`src/rtl/hcce_pkg.sv`:
```
// Package with shared types, codes and helper functions of the glyph cache engine.
package hcce_pkg;

  localparam int SLOT_BITS_DEF = 11;
  localparam int KEY_W         = 29;
  localparam int BYTES_W       = 20;
  localparam int HANDLE_W      = 32;
  localparam int HEADROOM_W    = 11;
  localparam int CFG_W         = 20;
  localparam logic [31:0] HASH_MULT = 32'd2654435761;
  localparam logic [BYTES_W-1:0]    BUDGET_RST   = 20'd524288;
  localparam logic [HEADROOM_W-1:0] HEADROOM_RST = 11'd64;

  typedef enum logic [1:0] {
    OP_LOOKUP = 2'd0,
    OP_INSERT = 2'd1,
    OP_EVICT  = 2'd2,
    OP_FLUSH  = 2'd3
  } op_t;

  typedef enum logic [3:0] {
    ST_HIT         = 4'd0,
    ST_MISS        = 4'd1,
    ST_INSERTED    = 4'd2,
    ST_NEED_SPACE  = 4'd3,
    ST_TOO_LARGE   = 4'd4,
    ST_PRESENT     = 4'd5,
    ST_BAD_SIZE    = 4'd6,
    ST_EVICTED     = 4'd7,
    ST_NOTHING     = 4'd8,
    ST_FLUSHED     = 4'd9
  } status_t;

  typedef enum logic {
    REG_BUDGET   = 1'b0,
    REG_HEADROOM = 1'b1
  } cfg_reg_t;

  typedef enum logic [3:0] {
    S_CLEAR, S_IDLE, S_HOME, S_PRD, S_PCHK, S_ERD, S_ECHK,
    S_SRD, S_SCHK, S_SHASH, S_SEND, S_DONE
  } state_t;

  typedef struct packed {
    logic [1:0]          op;
    logic [20:0]         codepoint;
    logic [7:0]          glyph_size;
    logic [HANDLE_W-1:0] entry_handle;
    logic [BYTES_W-1:0]  entry_bytes;
  } in_item_t;

  typedef struct packed {
    logic [3:0]          status;
    logic [20:0]         found_codepoint;
    logic [7:0]          found_size;
    logic [HANDLE_W-1:0] found_handle;
    logic [BYTES_W-1:0]  found_bytes;
  } out_item_t;

  // Key store word: referenced bit above the key.
  typedef struct packed {
    logic             ref_bit;
    logic [KEY_W-1:0] key;
  } kslot_t;

  typedef struct packed {
    logic [HANDLE_W-1:0] handle;
    logic [BYTES_W-1:0]  nbytes;
  } pslot_t;

  // Invalid codepoints fold to the replacement character before keying.
  function automatic logic [KEY_W-1:0] make_key(input logic [20:0] cp,
                                                input logic [7:0] size);
    logic [20:0] c;
    c = cp;
    if (cp == 21'd0 || cp > 21'h10FFFF || (cp >= 21'hD800 && cp <= 21'hDFFF)) begin
      c = 21'hFFFD;
    end
    return {c, size};
  endfunction

endpackage

```
`src/rtl/hcce_hash.sv`:
```
// Registered Fibonacci hash: home slot from the top bits of key times the golden constant.
module hcce_hash #(
  parameter int SLOT_BITS = hcce_pkg::SLOT_BITS_DEF
) (
  input  logic                       clk,
  input  logic [hcce_pkg::KEY_W-1:0] key,
  output logic [SLOT_BITS-1:0]       home
);
  import hcce_pkg::*;

  logic [31:0] prod;

  assign prod = {{(32-KEY_W){1'b0}}, key} * HASH_MULT;

  always_ff @(posedge clk) begin
    home <= prod[31 -: SLOT_BITS];
  end
endmodule

```
`config.mk`:
```
export PLATFORM = sky130hd
export DESIGN_NAME = hcce_hash
export DESIGN_NICKNAME = d
export VERILOG_FILES = /design/src/rtl/hcce_pkg.sv /design/src/rtl/hcce_hash.sv
export SDC_FILE = /design/constraint.sdc
export NUM_CORES = 1
export LEC_CHECK = 0
export BUFFER_PORTS_ARGS = -buffer_cell sky130_fd_sc_hd__buf_2
export CAP_MARGIN = 20
export CORE_ASPECT_RATIO = 1.5
export CORE_MARGIN = 2
export CORE_UTILIZATION = 50
export CTS_BUF_LIST = sky130_fd_sc_hd__clkbuf_4
export DETAILED_ROUTE_END_ITERATION = 8
export GPL_TIMING_DRIVEN = 0
export PLACE_DENSITY_LB_ADDON = 0.2
export SYNTH_ARGS = -nofsm -noshare
export SYNTH_HDL_FRONTEND = slang
export SYNTH_SLANG_ARGS = --single-unit
```
`constraint.sdc`:
```
create_clock -name clk -period 11.9 [get_ports clk]
set_input_delay 0 -clock clk [delete_from_list [all_inputs] [get_ports clk]]
set_output_delay 0 -clock clk [all_outputs]
set_load 0.02 [all_outputs]
```
**Word-level counts from Yosys, hierarchy flattened**

Index checks and enable logic that the tools add are counted.

- Input port bits: 30
- Output and inout bits: 11
- Word-level logic and storage cells: 2
- Register bits: 11

- $mul: 1

Operators with widths:

| cell | count |
|---|---|
| multiplier 29 x 32 -> 32 bit, second input constant | 1 |

**Logic depth before layout (Yosys ltp)**

- Word-level depth: 1
- Depth in mapped cells: 24
- Mapped depth without buffers: 24

**Least setup slack after synthesis**

OpenSTA, ideal clock, no wires.

- Path kind: input -> register
- From: input key[8] in the netlist's numbering
- To: register home[9]
- Buffers on the path: 0
- Stages: 22
- Arrival time: 5.637 ns
- Setup slack: 6.142 ns
- Required time: 11.778 ns
- Cells stage by stage: fa_1 fa_1 inv_1 fa_1 inv_1 fa_1 inv_1 fa_1 inv_1 fa_1 fa_1 inv_1 fa_1 inv_1 ha_1 a21o_1 a21o_1 a31o_1 a31o_1 o21a_1 o21ai_0 a21oi_1

- Word-level cells in the longest chain between the ends: 1

Ends and longest elaborated chain:

| what | RTL line | RTL |
|---|---|---|
| start: declaration | hcce_hash.sv:6 | `input logic [hcce_pkg::KEY_W-1:0] key,` |
| multiplier 29 x 32 -> 32 bit | hcce_hash.sv:13 | `assign prod = {{(32-KEY_W){1'b0}}, key} * HASH_MULT;` |
| via prod[30] | hcce_hash.sv:11 | `logic [31:0] prod;` |
| end signal: assignment | hcce_hash.sv:16 | `home <= prod[31 -: SLOT_BITS];` |
| end: declaration | hcce_hash.sv:7 | `output logic [SLOT_BITS-1:0] home` |

The timed path passes the listed nets, and every way through them passes these cells.

**Final worst setup path**

- From: input key[2] in the netlist's numbering
- To: register home[3]

The elaborated chain is that of the path after synthesis.

==> flow_metrics.py <==
metrics = {
    "placed_design": {
        "io_buffers": 40,
        "gp_congestion": 0.984,
        "hpwl_um": 17200,
        "place_area_um2": 8440,
    },
    "synthesis": {
        "synth_flop_cell": "dfxtp_1",
        "synth_area_leaders": "fa_1 (46%), ha_1 (28%), inv_1 (13%), xnor2_1 (4.3%), dfxtp_1 (2.8%)",
        "ys_seq_area_share_pct": 2.76,
        "synth_edf_count": 0,
        "synth_top_area_share_pct": 46.4,
        "yosys.area.top_type": "fa_1",
        "synthArstFlopShare_pct": 0,
        "ys_seq_elements": 11,
        "yosysWarnings": 0,
        "syn_nets": 1148,
        "syn_inst": 757,
        "synth.distinct_cells": 31,
        "synth_area_um2": 7990,
        "synth.avg_cell_area_um2": 10.6,
    },
    "sta": {
        "final_hold_viol_count": 0,
        "setup_viol": 0,
        "drv_slew": 0,
        "period_share_pct": 53.3,
        "grt_setup_unrepaired": "false",
        "max_slew_margin_pct": 36.4,
        "max_freq_mhz": 158,
        "setup_tns_ns": 0,
        "hold_ws_ns": 0.644,
        "worst_pin_slew_ns": 0.954,
        "layout_min_cycle_time_ns": 6.34,
    },
    "routing": {
        "drt_iter0_drc": 104,
        "remaining_drc_errors": 0,
        "vias": 5018,
        "dr.pass1.iters": 4,
        "viasPerCell": 5.00,
        "wirelength_um": 18100,
        "drtAntennaViolNets": 0,
        "wire_per_inst_um": 18.0,
    },
    "setup_path": {
        "crit_family": "adder cells",
        "slowest_delay_ns": 0.78,
        "crit_buf_inv": 5,
        "cp_slowest_cell": "fa_1",
        "required_ns": 12.04,
        "crit_top_cell": "fa_1",
        "critPathLaunchType": "primary input",
        "end_kind": "register",
        "crit_fanout": 7,
        "cp_cell_sequence": "buf_2 > fa_1 > fa_1 > fa_1 > inv_1 > fa_1 > inv_1 > fa_1 > inv_1 > fa_1 > inv_1 > fa_1 > fa_1 > ha_1 > a21oi_1 > o21ai_0 > a21oi_1 > nand2_2 > a21oi_1 > o21ai_0 > xor2_1",
        "path_class": "primary input to register",
        "critical_path_arrival_ns": 6.48,
    },
    "cells_and_area": {
        "drive_gt1_share_pct": 6.62,
        "fin_nets": 1193,
        "largest_reg_flops": 11,
        "antennaDiodeCount": 0,
        "largestRegisters": "home x11",
        "areaGrowthSynthToFinish_pct": 6.06,
        "top_register": "home",
        "stdcell_area_um2": 8470,
        "utilization_pct": 54.2,
    },
    "floorplan": {
        "start_util_pct": 51.1,
        "dieHeight_um": 159,
        "num_io_pins": 41,
        "coreArea_um2": 15600,
        "rows": 56,
        "die_width_um": 107,
        "fp.dieArea_um2": 17000,
    },
    "clock_network": {
        "cts_tree": "built",
        "cts_setup_buffers": 0,
        "cts-resized-gates": 0,
        "cts_inserted_buffers": 3,
        "cts.path.max_buffers": 2,
        "clockRootBuffer": "clkbuf_4",
        "cts_hold_buf": 0,
        "cts.reportedPaths.clkPinSlew_ns": 0.07,
        "htreeDepth": 1,
        "cts.sink_count": 11,
    },
    "global_routing": {
        "grt.overflow.total": 0,
        "antenna_found_initial": 0,
        "grt_pass1_wl_um": 29900,
        "grtUsageMet2_pct": 45.9,
        "grt_usage_pct": 23.1,
        "grt_max_degree": 12,
        "use_met3_pct": 0.985,
        "grt_pass1_vias": 6042,
        "use_met1_pct": 24.6,
        "top_usage_layer": "met2",
    },
    "run_status": {
        "status": "finished, final reports clean",
    },
    "flow_run": {
        "max_cap_violations": 0,
    },
    "hold_path": {
        "hold_depth": 6,
        "hold_path.startpoint": "key[26]",
        "min_path_type": "primary input to register",
        "min_to": "home[10]",
    },
}
-- layer usage --
metal / up-vias / part of all wire [%] / wire length (um)
li1: 2332 / - / -
met1: 2567 / 35 / 6360
met2: 82 / 58 / 10500
met3: 37 / 1.8 / 330
met4: 0 / 5.0 / 906
met5: - / 0 / 0
-- synthesized netlist by cell type, drive strengths merged, types with 2 or more instances --
library cell	count
or2	2
nand2	8
nor3	3
xnor2	39
a21o	8
a31o	3
fa	185
nor2	7
ha	176
a21oi	13
dfxtp	11
a211oi	2
xor2	7
nand3	4
o21ai	5
inv	273
-- worst max path at each step --
stage                     startpoint  endpoint  slack [ns]  cells after the start
after detailed placement      key[2]   home[3]        5.27                     21
final                         key[2]   home[3]        5.56                     21
after global placement        key[2]   home[6]        5.36                     21
after CTS                     key[2]   home[3]        5.55                     21
after global routing          key[2]   home[3]        5.22                     22
after floorplan               key[8]   home[9]        6.14                     22
-- cell families (layout without fill, tap and decap cells) --
family | after synthesis | in the layout | synth area share, %
buf+inv | 273 | 317 | 12.8
simple gates | 28 | 28 | 1.75
flops | 11 | 11 | 2.76
fa+ha+maj | 361 | 361 | 73.9
mux | 1 | 1 | 0.125
compound gates | 37 | 37 | 3.54
xor+xnor | 46 | 46 | 5.04
-- per-stage QoR --
step	setup WS, ns	std cells
finish	5.56	1004
global route	5.22	1004
CTS	5.55	1004
detailed placement	5.27	1000
global placement	5.36	1000
floorplan	6.14	757
-- cell usage in the layout (no fill, tap or decap), types with 2 or more instances in the layout --
| cell type | count |
|---|---|
| buf_2 | 40 |
| dfxtp_1 | 11 |
| ha_1 | 176 |
| nor2_1 | 6 |
| xor2_1 | 7 |
| xnor2_1 | 39 |
| nand2_1 | 7 |
| fa_1 | 185 |
| inv_1 | 273 |
| a31o_1 | 3 |
| o21ai_0 | 5 |
| nand3_1 | 4 |
| nor3_1 | 2 |
| a21o_1 | 8 |
| a21oi_1 | 13 |
| or2_2 | 2 |
| clkbuf_4 | 4 |
-- area by class of cell --
| type | count | area (um^2) |
|---|---|---|
| fill | 1415 | 7150 |
| multi-input combinational | 473 | 6740 |
| inverter | 273 | 1020 |
| tap | 203 | 254 |
| sequential | 11 | 220 |
| timing repair buffer | 40 | 200 |
| clock buffer | 4 | 30.0 |
Power is not shown: default switching activity piles up to over one toggle a cycle in this logic, so the estimate is an artifact.
