## src/rtl/hcce_ram.sv

```systemverilog
// Generic single-write, single-read RAM with registered read data.
module hcce_ram #(
  parameter int WIDTH = 8,
  parameter int DEPTH = 16
) (
  input  logic                     clk,
  input  logic                     we,
  input  logic [$clog2(DEPTH)-1:0] waddr,
  input  logic [WIDTH-1:0]         wdata,
  input  logic [$clog2(DEPTH)-1:0] raddr,
  output logic [WIDTH-1:0]         rdata
);
  logic [WIDTH-1:0] mem [DEPTH];

  always_ff @(posedge clk) begin
    if (we) begin
      mem[waddr] <= wdata;
    end
    rdata <= mem[raddr];
  end
endmodule

```

## config.mk

```make
export PLATFORM = sky130hd
export DESIGN_NAME = hcce_ram
export DESIGN_NICKNAME = d
export VERILOG_FILES = /design/src/rtl/hcce_ram.sv
export SDC_FILE = /design/constraint.sdc
export NUM_CORES = 1
export LEC_CHECK = 0
export BUFFER_PORTS_ARGS = -buffer_cell sky130_fd_sc_hd__clkbuf_2
export CAP_MARGIN = 20
export CORE_MARGIN = 8
export CORE_UTILIZATION = 65
export CTS_CLUSTER_SIZE = 25
export DETAILED_ROUTE_END_ITERATION = 12
export MAX_ROUTING_LAYER = met4
export PLACE_DENSITY = 0.85
export SLEW_MARGIN = 20
export SYNTH_ARGS = -nofsm -noshare
export SYNTH_HDL_FRONTEND = slang
export SYNTH_SLANG_ARGS = --single-unit
export TNS_END_PERCENT = 1
```

## constraint.sdc

```tcl
create_clock -name clk -period 3.3 [get_ports clk]
set_input_delay 0.495 -clock clk [delete_from_list [all_inputs] [get_ports clk]]
set_output_delay 0.495 -clock clk [all_outputs]
set_load 0.02 [all_outputs]
```

### Word level (Yosys, flattened, before mapping)

Memories as Yosys holds them, arrays and structs flattened. A register that Yosys moved wholly into a read port is not among the register bits.
Cells that the tools add are included.
Widths: inputs -> output; s select.

| operators by class | value |
|---|---|
| multiplexer cells | 2 |

Operators with widths:

| operator | count |
|---|---|
| $mux 1 | 2 |

| word-level totals | value |
|---|---|
| memories | 1 |
| input bits | 18 |
| memory bits (writable) | 128 |
| register bits | 0 |

Memories:

| memory | depth | bits a word | rd ports | clocked after memory_dff | write ports | RTL line | source |
|---|---|---|---|---|---|---|---|
| mem | 16 | 8 | 1 | 1 | 1 | 13 | `logic [WIDTH-1:0] mem [DEPTH];` |

### Depth between registers and ports, before layout

Gate-level depths: netlist of run 1.

| depth | value |
|---|---|
| word-level depth | 2 |
| depth in mapped cells | 5 |
| depth with buffers taken out | 3 |

### Worst setup path before layout of run 1

No wires, ideal clock.

| timing path | value |
|---|---|
| path type | in2reg |
| from | input port waddr[2] |
| to | memory mem[0][0], enable pin |
| data arrival time | 1605 ps |
| buffers on the path | 0 |
| stages on the path | 2 |
| data required time | 2917 ps |
| path slack | 1312 ps |
| path through | or3b_2 > nor3_1 |

RTL lines:

| element | RTL line | source |
|---|---|---|
| start, declared | 8 | `input logic [$clog2(DEPTH)-1:0] waddr,` |
| end, declared | 13 |  |

No word-level cell before the write port.

==> results of run 1 <==
[flip-flops by register name (all words and copies together), names as in the netlist]
signal / flops
rdata: 8
mem: 128
[power breakdown]
| part | leakage [nW] | internal (mW) | switching (mW) |
|---|---|---|---|
| combinational | 0.505 | 0.0709 | 0.111 |
| sequential | 1.22 | 1.93 | 0.0136 |
| clock | 0.271 | 1.10 | 0.631 |
| total | 2.00 | 3.10 | 0.755 |
[cell type report]
type	count	share of cell area, %
Clock buffer	29	8.619
Clock inverter	3	0.6777
Multi-Input combinational cell	83	17.89
Sequential cell	136	67.77
Tap cell	102	2.160
Timing Repair Buffer	31	2.880
[through the flow]
step | area [µm²] | std cells | hold slack, ps | util, % | power (mW)
2_1_floorplan | 5147 | 229 | 593.9 | - | 2.088
3_3_place_gp | 5359 | 352 | 644.0 | 69.71 | 2.152
3_5_place_dp | 5359 | 352 | 663.4 | 69.71 | 2.162
4_1_cts | 5908 | 384 | 390.5 | 76.86 | 3.873
5_1_grt | 5908 | 384 | 412.9 | 76.86 | 3.962
6_report | 5908 | 384 | 414.9 | 76.86 | 3.857
[worst register-to-register path: stages, from the launching register on]
cell and delay [ps]:
edfxtp_1 380, mux4_1 510, a22oi_1 340, nand2_1 110
[cells in the final DEF (no fill, tap or decap)]
cell type  Yosys  routed
nand2b_1       2       2
and2b_1        1       1
bufinv_16      0       1
clkbuf_8       0       6
clkbuf_1       0       7
clkbuf_2       0      25
nor3_1         4       4
nand2_1        9       9
mux4_2        18      18
and2_1         1       1
a22oi_1       16      16
dfxtp_1        8       8
edfxtp_1     128     128
nand3b_1       2       2
clkinv_2       0       2
nor2_1        13      13
nand3_1        1       1
mux4_1        14      14
clkbuf_16      0      16
buf_4          1       6
nor2b_1        1       1
or3b_2         1       1
[cell families (layout without fill, tap and decap cells)]
| kind of cell | after synthesis | in the layout | share of synthesized area [%] |
|---|---|---|---|
| flops | 136 | 136 | 77.78 |
| compound gates | 16 | 16 | 2.334 |
| buf+inv | 10 | 63 | 1.677 |
| mux | 32 | 32 | 15.02 |
| simple gates | 35 | 35 | 3.184 |
[final timing paths]
| path | start | endpoint | slack (ps) | cells past startpoint |
|---|---|---|---|---|
| min | wdata[0] | mem[3][0]$_DFFE_PP_ | 410 | 1 |
| max | raddr[0] | rdata[0]$_DFF_P_ | 1430 | 6 |
| min reg2reg | mem[12][7]$_DFFE_PP_ | rdata[7]$_DFF_P_ | 680 | 3 |
| max reg2reg | mem[1][1]$_DFFE_PP_ | rdata[1]$_DFF_P_ | 1840 | 3 |
[metal layers]
layer	vias to the layer above	global-route usage, %
li1	1060	-
met4	0	8.461
met2	100	29.10
met5	-	-
met1	1252	23.50
met3	26	6.880
==> report_table.html, run 1 <==
<table>
<tr><th>Metric</th><th>Value</th></tr>
<tr><th colspan="2">Outcome</th></tr>
<tr><td>Status</td><td>finished, final reports clean</td></tr>
<tr><th colspan="2">Synthesis</th></tr>
<tr><td>Post-synthesis cell type count</td><td>19</td></tr>
<tr><td>Post-Syn Area</td><td>5147 µm²</td></tr>
<tr><td>Dominant cell by count in the synthesized netlist</td><td>edfxtp_1</td></tr>
<tr><td>Largest area contributor in the netlist</td><td>edfxtp_1</td></tr>
<tr><td>Post-synth ARST share</td><td>0%</td></tr>
<tr><td>Sequential cell area fraction in the yosys report</td><td>77.78%</td></tr>
<tr><td>Post-synth top area share</td><td>74.67%</td></tr>
<tr><td>Most numerous cell types in the synthesized netlist</td><td>edfxtp_1, mux4_2, a22oi_1, mux4_1, nor2_1</td></tr>
<tr><td>Average instance area after synthesis</td><td>22.48 µm²</td></tr>
<tr><td>Synthesized Nets</td><td>247</td></tr>
<tr><td>Top post-synthesis cells by area</td><td>edfxtp_1, mux4_2, mux4_1</td></tr>
<tr><td>Main flop type after synthesis</td><td>edfxtp_1</td></tr>
<tr><td>Number of register bits inferred by synthesis</td><td>136</td></tr>
<tr><td>Yosys synthesis warning count</td><td>0</td></tr>
<tr><td>Post-Synthesis Cells</td><td>229</td></tr>
<tr><td>Post-synth EDFFs</td><td>128</td></tr>
<tr><th colspan="2">Drt</th></tr>
<tr><td>Number of detailed-route iterations in the first pass</td><td>5</td></tr>
<tr><td>DRC</td><td>0</td></tr>
<tr><td>Sum of met3 wire segment lengths after detailed routing</td><td>594 µm</td></tr>
<tr><td>Sum of routed wire length over all layers</td><td>9769 µm</td></tr>
<tr><td>Antenna viol nets, final</td><td>0</td></tr>
<tr><td>WL per Instance</td><td>25.44 µm</td></tr>
<tr><td>Total met2 wirelength after detailed routing</td><td>4921 µm</td></tr>
<tr><td>Drt via density</td><td>6.349</td></tr>
<tr><td>Sum of routed wire segments on met1</td><td>4008 µm</td></tr>
<tr><td>Vias after detailed routing</td><td>2438</td></tr>
<tr><td>Number of design-rule violations left by the first detailed-router iteration</td><td>229</td></tr>
<tr><td>Top Layer Used</td><td>met4</td></tr>
<tr><th colspan="2">Placed design</th></tr>
<tr><td>Final GP Congestion</td><td>0.7726</td></tr>
<tr><td>Port buffer count</td><td>25</td></tr>
<tr><td>Worst-case setup slack after placement</td><td>884.6 ps</td></tr>
<tr><td>Hpwl dp</td><td>5963 µm</td></tr>
<tr><th colspan="2">Power and ir drop</th></tr>
<tr><td>Power density over the cells</td><td>652.8 nW/µm²</td></tr>
<tr><td>Maximum vdd ir drop</td><td>0.0007565 V</td></tr>
<tr><td>Static leakage power</td><td>1.999 nW</td></tr>
<tr><th colspan="2">Layout</th></tr>
<tr><td>Area of the multi-input gates</td><td>1057 µm²</td></tr>
<tr><td>Layout-stage area growth over the synthesis result</td><td>14.78%</td></tr>
<tr><td>Fill cell total of the finished layout</td><td>402</td></tr>
<tr><td>Number of diodes added for antenna fixing</td><td>0</td></tr>
<tr><td>Fraction of layout cells with a size suffix above 1</td><td>26.60%</td></tr>
<tr><td>NumNets Final</td><td>287</td></tr>
<tr><td>Sequential cell area</td><td>4004 µm²</td></tr>
<tr><th colspan="2">STA</th></tr>
<tr><td>Final critical-path setup slack</td><td>1428 ps</td></tr>
<tr><td>Total Neg Setup Slack</td><td>0 ps</td></tr>
<tr><td>Actual transition at the worst max-transition pin</td><td>1003 ps</td></tr>
<tr><td>Final worst clock skew</td><td>7.404 ps</td></tr>
<tr><td>Fmax</td><td>534.1 MHz</td></tr>
<tr><td>Crit share post-route</td><td>56.74%</td></tr>
<tr><td>Final Setup Violations</td><td>0</td></tr>
<tr><td>Final Hold Fails</td><td>0</td></tr>
<tr><td>Slew headroom</td><td>32.88%</td></tr>
<tr><td>Unrepaired setup endpoints after global routing</td><td>no</td></tr>
<tr><td>Total count of max-transition violations in the final report</td><td>0</td></tr>
<tr><td>Minimum clock period</td><td>1872 ps</td></tr>
<tr><th colspan="2">Clock tree</th></tr>
<tr><td>Clock-pin slew on the worst setup and hold paths</td><td>60 ps</td></tr>
<tr><td>Number of gates resized after cts</td><td>0</td></tr>
<tr><td>Total clock buffers created by CTS</td><td>17</td></tr>
<tr><td>Number of setup buffers added after CTS</td><td>0</td></tr>
<tr><td>Number of buffers inserted for hold repair after clock tree synthesis</td><td>0</td></tr>
<tr><td>Clock Path Buffers</td><td>2</td></tr>
<tr><td>CTS H-tree lvls</td><td>4</td></tr>
<tr><td>Clock root buffer</td><td>clkbuf_8</td></tr>
<tr><td>CTS Sinks</td><td>136</td></tr>
<tr><td>Worst-skew pair later-pin latency</td><td>520 ps</td></tr>
<tr><td>CTS tree</td><td>done</td></tr>
<tr><th colspan="2">Critical path</th></tr>
<tr><td>Top cell family by delay on the critical path</td><td>buffers and inverters</td></tr>
<tr><td>Cell repeated most along the worst path</td><td>buf_4</td></tr>
<tr><td>Startpoint-to-endpoint class of the critical path</td><td>in2reg</td></tr>
<tr><td>Standard cell with the maximum stage delay on the critical path</td><td>mux4_2</td></tr>
<tr><td>Kind of end point of the critical path</td><td>register</td></tr>
<tr><td>Bufs and invs on worst path</td><td>3</td></tr>
<tr><td>Critical path cell sequence</td><td>clkbuf_2 &gt; buf_4 &gt; buf_4 &gt; mux4_2 &gt; a22oi_1 &gt; nand2_1</td></tr>
<tr><td>Required arrival time at the worst endpoint</td><td>3700 ps</td></tr>
<tr><td>Worst path max stage delay</td><td>510 ps</td></tr>
<tr><td>Data arrival time of the critical path</td><td>2270 ps</td></tr>
<tr><td>Worst setup SP type</td><td>primary input</td></tr>
<tr><td>Largest fanout on the critical path</td><td>14</td></tr>
<tr><th colspan="2">Global route</th></tr>
<tr><td>Total congestion overflow after global routing</td><td>0</td></tr>
<tr><td>Maximum number of pins on one net before global-route repair</td><td>33</td></tr>
<tr><td>Total track usage</td><td>19.43%</td></tr>
<tr><td>Initial antenna violation count</td><td>0</td></tr>
<tr><td>Via count of the first global-routing pass</td><td>2541</td></tr>
<tr><td>First-pass GRT wire length</td><td>14900 µm</td></tr>
<tr><th colspan="2">Floorplanning</th></tr>
<tr><td>Horiz. Die Dim</td><td>105.0 µm</td></tr>
<tr><td>Height of the die</td><td>105.0 µm</td></tr>
<tr><td>Total Die Area</td><td>11020 µm²</td></tr>
<tr><td>Starting utilization of the core area</td><td>66.96%</td></tr>
<tr><td>Core Region</td><td>7687 µm²</td></tr>
<tr><td>I/O pin count</td><td>26</td></tr>
<tr><td>FP Rows</td><td>32</td></tr>
<tr><th colspan="2">Hold path</th></tr>
<tr><td>Worst hold path class</td><td>in2reg</td></tr>
<tr><th colspan="2">Run</th></tr>
<tr><td>Max-capacitance violation count</td><td>0</td></tr>
</table>
No activity file was read; power rests on OpenSTA's default activity.
==> run 2: changes to the inputs <==
Settings changed: CORE_UTILIZATION 65 to 60, PLACE_DENSITY 0.85 to 0.79.
Clock period 3.3 ns to 1.9 ns, I/O delays scaled along.
==> report_table.html, run 2 (synthesis gave the netlist of run 1 again) <==
<table>
<tr><th>Metric</th><th>Value</th></tr>
<tr><th colspan="2">Power and ir drop</th></tr>
<tr><td>Power density over the cells</td><td>1206 nW/µm²</td></tr>
<tr><td>Combinational cell fraction of total power</td><td>4.5%</td></tr>
<tr><td>Sequential share of power</td><td>45.3%</td></tr>
<tr><td>Static leakage power</td><td>2.146 nW</td></tr>
<tr><td>Net switching share of the total power</td><td>18.86%</td></tr>
<tr><td>Net switching power</td><td>1.406 mW</td></tr>
<tr><td>Internal power consumption</td><td>6.050 mW</td></tr>
<tr><td>Clock power frac</td><td>50.2%</td></tr>
<tr><td>Maximum vdd ir drop</td><td>0.0008934 V</td></tr>
<tr><th colspan="2">Clock tree</th></tr>
<tr><td>Number of gates resized after cts</td><td>0</td></tr>
<tr><td>Clock root buffer</td><td>clkbuf_8</td></tr>
<tr><td>Worst-skew pair later-pin latency</td><td>510 ps</td></tr>
<tr><td>Clock Path Buffers</td><td>2</td></tr>
<tr><td>CTS Sinks</td><td>136</td></tr>
<tr><td>Total clock buffers created by CTS</td><td>17</td></tr>
<tr><td>CTS tree</td><td>done</td></tr>
<tr><td>CTS H-tree lvls</td><td>4</td></tr>
<tr><td>Number of setup buffers added after CTS</td><td>0</td></tr>
<tr><td>Number of buffers inserted for hold repair after clock tree synthesis</td><td>0</td></tr>
<tr><td>Clock-pin slew on the worst setup and hold paths</td><td>60 ps</td></tr>
<tr><th colspan="2">Global route</th></tr>
<tr><td>First-pass GRT wire length</td><td>15890 µm</td></tr>
<tr><td>Initial antenna violation count</td><td>0</td></tr>
<tr><td>Total congestion overflow after global routing</td><td>0</td></tr>
<tr><td>Maximum number of pins on one net before global-route repair</td><td>33</td></tr>
<tr><td>Total track usage</td><td>20.33%</td></tr>
<tr><td>Via count of the first global-routing pass</td><td>2663</td></tr>
<tr><th colspan="2">Critical path</th></tr>
<tr><td>Worst path max stage delay</td><td>500 ps</td></tr>
<tr><td>Required arrival time at the worst endpoint</td><td>2280 ps</td></tr>
<tr><td>Top cell family by delay on the critical path</td><td>multiplexers</td></tr>
<tr><td>Largest fanout on the critical path</td><td>1</td></tr>
<tr><td>Standard cell with the maximum stage delay on the critical path</td><td>mux4_2</td></tr>
<tr><td>Startpoint-to-endpoint class of the critical path</td><td>reg2reg</td></tr>
<tr><td>Worst setup SP type</td><td>register</td></tr>
<tr><td>Kind of end point of the critical path</td><td>register</td></tr>
<tr><td>Data arrival time of the critical path</td><td>1820 ps</td></tr>
<tr><td>Bufs and invs on worst path</td><td>0</td></tr>
<tr><td>Critical path cell sequence</td><td>mux4_2 &gt; a22oi_1 &gt; nand2_1</td></tr>
<tr><th colspan="2">Layout</th></tr>
<tr><td>Top library cells by usage in the layout, fill and taps aside</td><td>edfxtp_1, clkbuf_2, buf_4</td></tr>
<tr><td>Number of diodes added for antenna fixing</td><td>0</td></tr>
<tr><td>Number of flip-flops under the largest register name</td><td>128</td></tr>
<tr><td>Utilization after layout</td><td>74.85%</td></tr>
<tr><td>Top register by number of flip-flops</td><td>mem</td></tr>
<tr><td>Largest registers</td><td>mem: 128 flops, rdata: 8 flops</td></tr>
<tr><td>Fraction of layout cells with a size suffix above 1</td><td>32.32%</td></tr>
<tr><td>Leading cell type in the layout, fill and taps excluded</td><td>edfxtp_1</td></tr>
<tr><td>NumNets Final</td><td>302</td></tr>
<tr><td>Layout-stage area growth over the synthesis result</td><td>20.08%</td></tr>
<tr><th colspan="2">Placed design</th></tr>
<tr><td>Worst-case setup slack after placement</td><td>174.5 ps</td></tr>
<tr><td>Hpwl dp</td><td>6159 µm</td></tr>
<tr><td>Port buffer count</td><td>25</td></tr>
<tr><td>Final GP Congestion</td><td>0.7083</td></tr>
<tr><th colspan="2">Drt</th></tr>
<tr><td>Sum of routed wire length over all layers</td><td>10660 µm</td></tr>
<tr><td>Drt via density</td><td>6.396</td></tr>
<tr><td>WL per Instance</td><td>26.51 µm</td></tr>
<tr><td>DRC</td><td>0</td></tr>
<tr><td>Number of detailed-route iterations in the first pass</td><td>4</td></tr>
<tr><td>Number of design-rule violations left by the first detailed-router iteration</td><td>256</td></tr>
<tr><td>Vias after detailed routing</td><td>2571</td></tr>
<tr><td>Antenna viol nets, final</td><td>0</td></tr>
<tr><th colspan="2">Outcome</th></tr>
<tr><td>Status</td><td>finished, final reports clean</td></tr>
<tr><th colspan="2">STA</th></tr>
<tr><td>Total Neg Setup Slack</td><td>0 ps</td></tr>
<tr><td>Actual transition at the worst max-transition pin</td><td>407.1 ps</td></tr>
<tr><td>Final worst clock skew</td><td>7.901 ps</td></tr>
<tr><td>Final Hold Fails</td><td>0</td></tr>
<tr><td>Minimum clock period</td><td>1443 ps</td></tr>
<tr><td>Final critical-path setup slack</td><td>457.4 ps</td></tr>
<tr><td>Slew headroom</td><td>72.86%</td></tr>
<tr><td>Fmax</td><td>693.2 MHz</td></tr>
<tr><td>Hold slack final</td><td>201.1 ps</td></tr>
<tr><td>Total count of max-transition violations in the final report</td><td>0</td></tr>
<tr><td>Crit share post-route</td><td>75.93%</td></tr>
<tr><td>Final Setup Violations</td><td>0</td></tr>
<tr><td>Unrepaired setup endpoints after global routing</td><td>no</td></tr>
<tr><th colspan="2">Floorplanning</th></tr>
<tr><td>FP Rows</td><td>33</td></tr>
<tr><td>Total Die Area</td><td>11800 µm²</td></tr>
<tr><td>Horiz. Die Dim</td><td>108.6 µm</td></tr>
<tr><td>Core Region</td><td>8258 µm²</td></tr>
<tr><td>Height of the die</td><td>108.6 µm</td></tr>
<tr><td>Starting utilization of the core area</td><td>62.33%</td></tr>
<tr><td>I/O pin count</td><td>26</td></tr>
<tr><th colspan="2">Run</th></tr>
<tr><td>Max-capacitance violation count</td><td>0</td></tr>
<tr><th colspan="2">Hold path</th></tr>
<tr><td>Worst hold path class</td><td>in2reg</td></tr>
</table>
[run 2: layout make-up]
type,instances,area [µm²]
flip-flops and latches,136,4004
fillers,434,2077
repair buffers,46,307.8
clock buffers,19,431.7
multi-input cells,83,1057
well taps,105,131.4
clock inverters,13,249.0
[run 2: path summary, 6_finish.rpt]
check,start,endpoint,slack [ps],depth (start not counted)
setup / recovery,mem[8][0]$_DFFE_PP_,rdata[0]$_DFF_P_,460,3
hold / removal,wdata[3],mem[12][3]$_DFFE_PP_,200,1
setup reg to reg,mem[8][0]$_DFFE_PP_,rdata[0]$_DFF_P_,460,3
hold reg to reg,mem[5][1]$_DFFE_PP_,rdata[1]$_DFF_P_,670,3
[run 2: worst reg2reg max path, cell delays in order (launching register included)]
cell	delay [ps]
edfxtp_1	390
mux4_2	500
a22oi_1	310
nand2_1	110
[run 2: stage by stage]
step / instances / total power [mW] / cell area [µm²]
floorplan: 229 / 3.626 / 5147
global placement: 370 / 3.758 / 5500
detailed placement: 370 / 3.772 / 5500
CTS: 402 / 7.495 / 6181
global route: 402 / 7.637 / 6181
finish: 402 / 7.457 / 6181
[run 2: power by group through the flow]
stage          clock (mW)  sequential, mW  combinational (mW)
2_1_floorplan           0            3.46               0.170
3_3_place_gp            0            3.44               0.322
3_5_place_dp            0            3.44               0.332
4_1_cts              3.78            3.38               0.337
5_1_grt              3.90            3.39               0.355
6_report             3.74            3.38               0.334
[run 2: layer usage]
layer | global-route usage [%] | up-vias | part of all wire [%]
met1 | 23.60 | 1329 | 38
met3 | 6.608 | 21 | 9.1
met5 | - | - | 0
met2 | 31.34 | 136 | 50
met4 | 10.36 | 0 | 2.3
li1 | - | 1085 | -
==> run 3: changes to the inputs <==
Settings changed: CORE_UTILIZATION 60 to 54, PLACE_DENSITY 0.79 to 0.75.
Clock period 1.9 ns to 1.25 ns, I/O delays scaled along.
==> report_table.html, run 3 (synthesis gave the netlist of run 1 again) <==
<table>
<tr><th>Metric</th><th>Value</th></tr>
<tr><th colspan="2">Critical path</th></tr>
<tr><td>Worst setup SP type</td><td>register</td></tr>
<tr><td>Standard cell with the maximum stage delay on the critical path</td><td>mux4_2</td></tr>
<tr><td>Capture point of the worst reg-to-reg path</td><td>rdata[0]$_DFF_P_</td></tr>
<tr><td>Largest fanout on the critical path</td><td>1</td></tr>
<tr><td>Data arrival time of the critical path</td><td>1690 ps</td></tr>
<tr><td>Total stage count of the critical path</td><td>3</td></tr>
<tr><td>Critical path cell sequence</td><td>mux4_2 &gt; a22oi_2 &gt; nand2_1</td></tr>
<tr><td>Top cell family by delay on the critical path</td><td>multiplexers</td></tr>
<tr><td>FF-to-FF setup slack</td><td>-50 ps</td></tr>
<tr><td>Beginning of the worst register-to-register path</td><td>mem[10][0]$_DFFE_PP_</td></tr>
<tr><td>Bufs and invs on worst path</td><td>0</td></tr>
<tr><td>Startpoint-to-endpoint class of the critical path</td><td>reg2reg</td></tr>
<tr><td>Kind of end point of the critical path</td><td>register</td></tr>
<tr><td>Required arrival time at the worst endpoint</td><td>1640 ps</td></tr>
<tr><td>Cell count of the worst reg-to-reg path</td><td>3</td></tr>
<tr><td>Worst path max stage delay</td><td>510 ps</td></tr>
<tr><th colspan="2">Hold path</th></tr>
<tr><td>Endpoint, Worst Hold</td><td>mem[7][5]$_DFFE_PP_</td></tr>
<tr><td>Worst hold path class</td><td>in2reg</td></tr>
<tr><td>Start point of the worst min-delay path</td><td>wdata[5]</td></tr>
<tr><td>Cell depth of the worst min-delay path</td><td>1</td></tr>
<tr><th colspan="2">STA</th></tr>
<tr><td>Fmax</td><td>767.8 MHz</td></tr>
<tr><td>Hold slack final</td><td>95.79 ps</td></tr>
<tr><td>Slew headroom</td><td>31.87%</td></tr>
<tr><td>Final Hold Fails</td><td>0</td></tr>
<tr><td>Total count of max-transition violations in the final report</td><td>0</td></tr>
<tr><td>Final worst clock skew</td><td>10.98 ps</td></tr>
<tr><td>Final Setup Violations</td><td>5</td></tr>
<tr><td>Actual transition at the worst max-transition pin</td><td>1020 ps</td></tr>
<tr><td>Unrepaired setup endpoints after global routing</td><td>yes</td></tr>
<tr><td>Final critical-path setup slack</td><td>-52.41 ps</td></tr>
<tr><td>Crit share post-route</td><td>104.2%</td></tr>
<tr><td>Minimum clock period</td><td>1302 ps</td></tr>
<tr><th colspan="2">Power and ir drop</th></tr>
<tr><td>Combinational cell fraction of total power</td><td>5.5%</td></tr>
<tr><td>Clock power frac</td><td>46.5%</td></tr>
<tr><td>Maximum vdd ir drop</td><td>0.0007915 V</td></tr>
<tr><td>Power density over the cells</td><td>1699 nW/µm²</td></tr>
<tr><td>Static leakage power</td><td>2.142 nW</td></tr>
<tr><td>Sequential share of power</td><td>48.0%</td></tr>
<tr><td>Post-layout total power</td><td>10.72 mW</td></tr>
<tr><td>Net switching power</td><td>2.127 mW</td></tr>
<tr><td>Internal power consumption</td><td>8.593 mW</td></tr>
<tr><td>Net switching share of the total power</td><td>19.84%</td></tr>
<tr><th colspan="2">Drt</th></tr>
<tr><td>Vias after detailed routing</td><td>2470</td></tr>
<tr><td>Sum of routed wire length over all layers</td><td>9957 µm</td></tr>
<tr><td>WL per Instance</td><td>22.89 µm</td></tr>
<tr><td>Antenna viol nets, final</td><td>0</td></tr>
<tr><td>DRC</td><td>0</td></tr>
<tr><td>Number of detailed-route iterations in the first pass</td><td>4</td></tr>
<tr><td>Number of design-rule violations left by the first detailed-router iteration</td><td>171</td></tr>
<tr><td>Drt via density</td><td>5.678</td></tr>
<tr><th colspan="2">Placed design</th></tr>
<tr><td>Final GP Congestion</td><td>0.7948</td></tr>
<tr><td>Cell count after placement</td><td>403</td></tr>
<tr><td>Dpl cell area</td><td>5647 µm²</td></tr>
<tr><td>Hpwl dp</td><td>6396 µm</td></tr>
<tr><td>Port buffer count</td><td>25</td></tr>
<tr><th colspan="2">Clock tree</th></tr>
<tr><td>CTS H-tree lvls</td><td>4</td></tr>
<tr><td>CTS Sinks</td><td>136</td></tr>
<tr><td>Number of buffers inserted for hold repair after clock tree synthesis</td><td>0</td></tr>
<tr><td>CTS tree</td><td>done</td></tr>
<tr><td>Worst-skew pair later-pin latency</td><td>520 ps</td></tr>
<tr><td>Clock-pin slew on the worst setup and hold paths</td><td>60 ps</td></tr>
<tr><td>Total clock buffers created by CTS</td><td>17</td></tr>
<tr><td>Clock Path Buffers</td><td>2</td></tr>
<tr><td>Clock root buffer</td><td>clkbuf_8</td></tr>
<tr><th colspan="2">Global route</th></tr>
<tr><td>First-pass GRT wire length</td><td>15210 µm</td></tr>
<tr><td>Via count of the first global-routing pass</td><td>2616</td></tr>
<tr><td>Total track usage</td><td>16.96%</td></tr>
<tr><td>Initial antenna violation count</td><td>0</td></tr>
<tr><td>Total congestion overflow after global routing</td><td>0</td></tr>
<tr><td>Maximum number of pins on one net before global-route repair</td><td>25</td></tr>
<tr><th colspan="2">Floorplanning</th></tr>
<tr><td>Total Die Area</td><td>12910 µm²</td></tr>
<tr><td>I/O pin count</td><td>26</td></tr>
<tr><td>Core Region</td><td>9240 µm²</td></tr>
<tr><td>FP Rows</td><td>35</td></tr>
<tr><td>Horiz. Die Dim</td><td>113.6 µm</td></tr>
<tr><td>Starting utilization of the core area</td><td>55.71%</td></tr>
<tr><td>Height of the die</td><td>113.6 µm</td></tr>
<tr><th colspan="2">Layout</th></tr>
<tr><td>Largest registers</td><td>mem: 128 flops, rdata: 8 flops</td></tr>
<tr><td>Number of flip-flops under the largest register name</td><td>128</td></tr>
<tr><td>Fraction of layout cells with a size suffix above 1</td><td>44.44%</td></tr>
<tr><td>Number of diodes added for antenna fixing</td><td>0</td></tr>
<tr><td>Top register by number of flip-flops</td><td>mem</td></tr>
<tr><td>Layout-stage area growth over the synthesis result</td><td>22.61%</td></tr>
<tr><td>NumNets Final</td><td>311</td></tr>
<tr><td>Leading cell type in the layout, fill and taps excluded</td><td>edfxtp_1</td></tr>
<tr><td>Top library cells by usage in the layout, fill and taps aside</td><td>edfxtp_1, mux4_2, buf_4</td></tr>
<tr><td>Final design instance area without fill</td><td>6311 µm²</td></tr>
<tr><td>Final non-filler cell total</td><td>435</td></tr>
<tr><th colspan="2">Outcome</th></tr>
<tr><td>Failing checks</td><td>negative setup slack</td></tr>
<tr><td>Status</td><td>finished with violations</td></tr>
<tr><th colspan="2">Run</th></tr>
<tr><td>Max-capacitance violation count</td><td>0</td></tr>
</table>
[run 3: changes by cell type in the layout (fill, tap and decap cells not counted), moves of 5 or more]
cell      previous run  this run
mux4_1              14         3
a22oi_1             16         2
mux4_2              18        29
a22oi_2              0        14
clkbuf_2            25        20
buf_4               19        27
[run 3: final cells by class]
type | instances | area [µm²]
Fill cell | 557 | 2929
Clock inverter | 13 | 178.9
Sequential cell | 136 | 4008
Multi-Input combinational cell | 83 | 1110
Clock buffer | 19 | 421.7
Tap cell | 129 | 161.4
Timing Repair Buffer | 55 | 431.7
[run 3: per-stage QoR]
step / util [%] / worst slack (ps) / TNS (ps)
6_report: 68.30 / -52.41 / -119.3
5_1_grt: 68.30 / -75.79 / -396.2
4_1_cts: 68.07 / -54.71 / -199.5
3_5_place_dp: 61.11 / -329.4 / -13370
3_3_place_gp: 61.11 / -357.8 / -10450
2_1_floorplan: - / -129.1 / -5028
[run 3: worst max-delay path by stage]
stage | endpoint | from | slack (ps)
floorplan | mem[4][0]$_DFFE_PP_ | waddr[3] | -130
global placement | rdata[7]$_DFF_P_ | raddr[0] | -360
detailed placement | rdata[7]$_DFF_P_ | raddr[0] | -330
CTS | rdata[0]$_DFF_P_ | mem[10][0]$_DFFE_PP_ | -50
global route | rdata[0]$_DFF_P_ | mem[10][0]$_DFFE_PP_ | -80
finish | rdata[0]$_DFF_P_ | mem[10][0]$_DFFE_PP_ | -50
[run 3: power groups by stage]
stage | registers (mW) | clock network [mW] | logic, mW
3_3_place_gp | 5.23 | 0 | 0.512
2_1_floorplan | 5.25 | 0 | 0.262
3_5_place_dp | 5.23 | 0 | 0.527
4_1_cts | 5.15 | 5.04 | 0.573
6_report | 5.14 | 4.99 | 0.587
5_1_grt | 5.15 | 5.22 | 0.627
[run 3: metal layers]
metal  track usage, %  vias to the layer above  wire length, µm  part of all wire [%]
li1                 -                     1094                -                     -
met5                -                        -                0                     0
met1            19.81                     1253             4107                    41
met2            26.94                      110             4970                    50
met3            4.649                       13              723                   7.3
met4            7.993                        0              157                   1.6
[run 3: timing repair]
item / in CTS / in global routing
cloned: 0 / 0
endpoints found under the hold margin: 0 / 0
endpoints found under the setup margin: 13 / 10
gates resized for setup: 23 / 14
pin swaps: 7 / 5
buffers inserted: 0 / 0
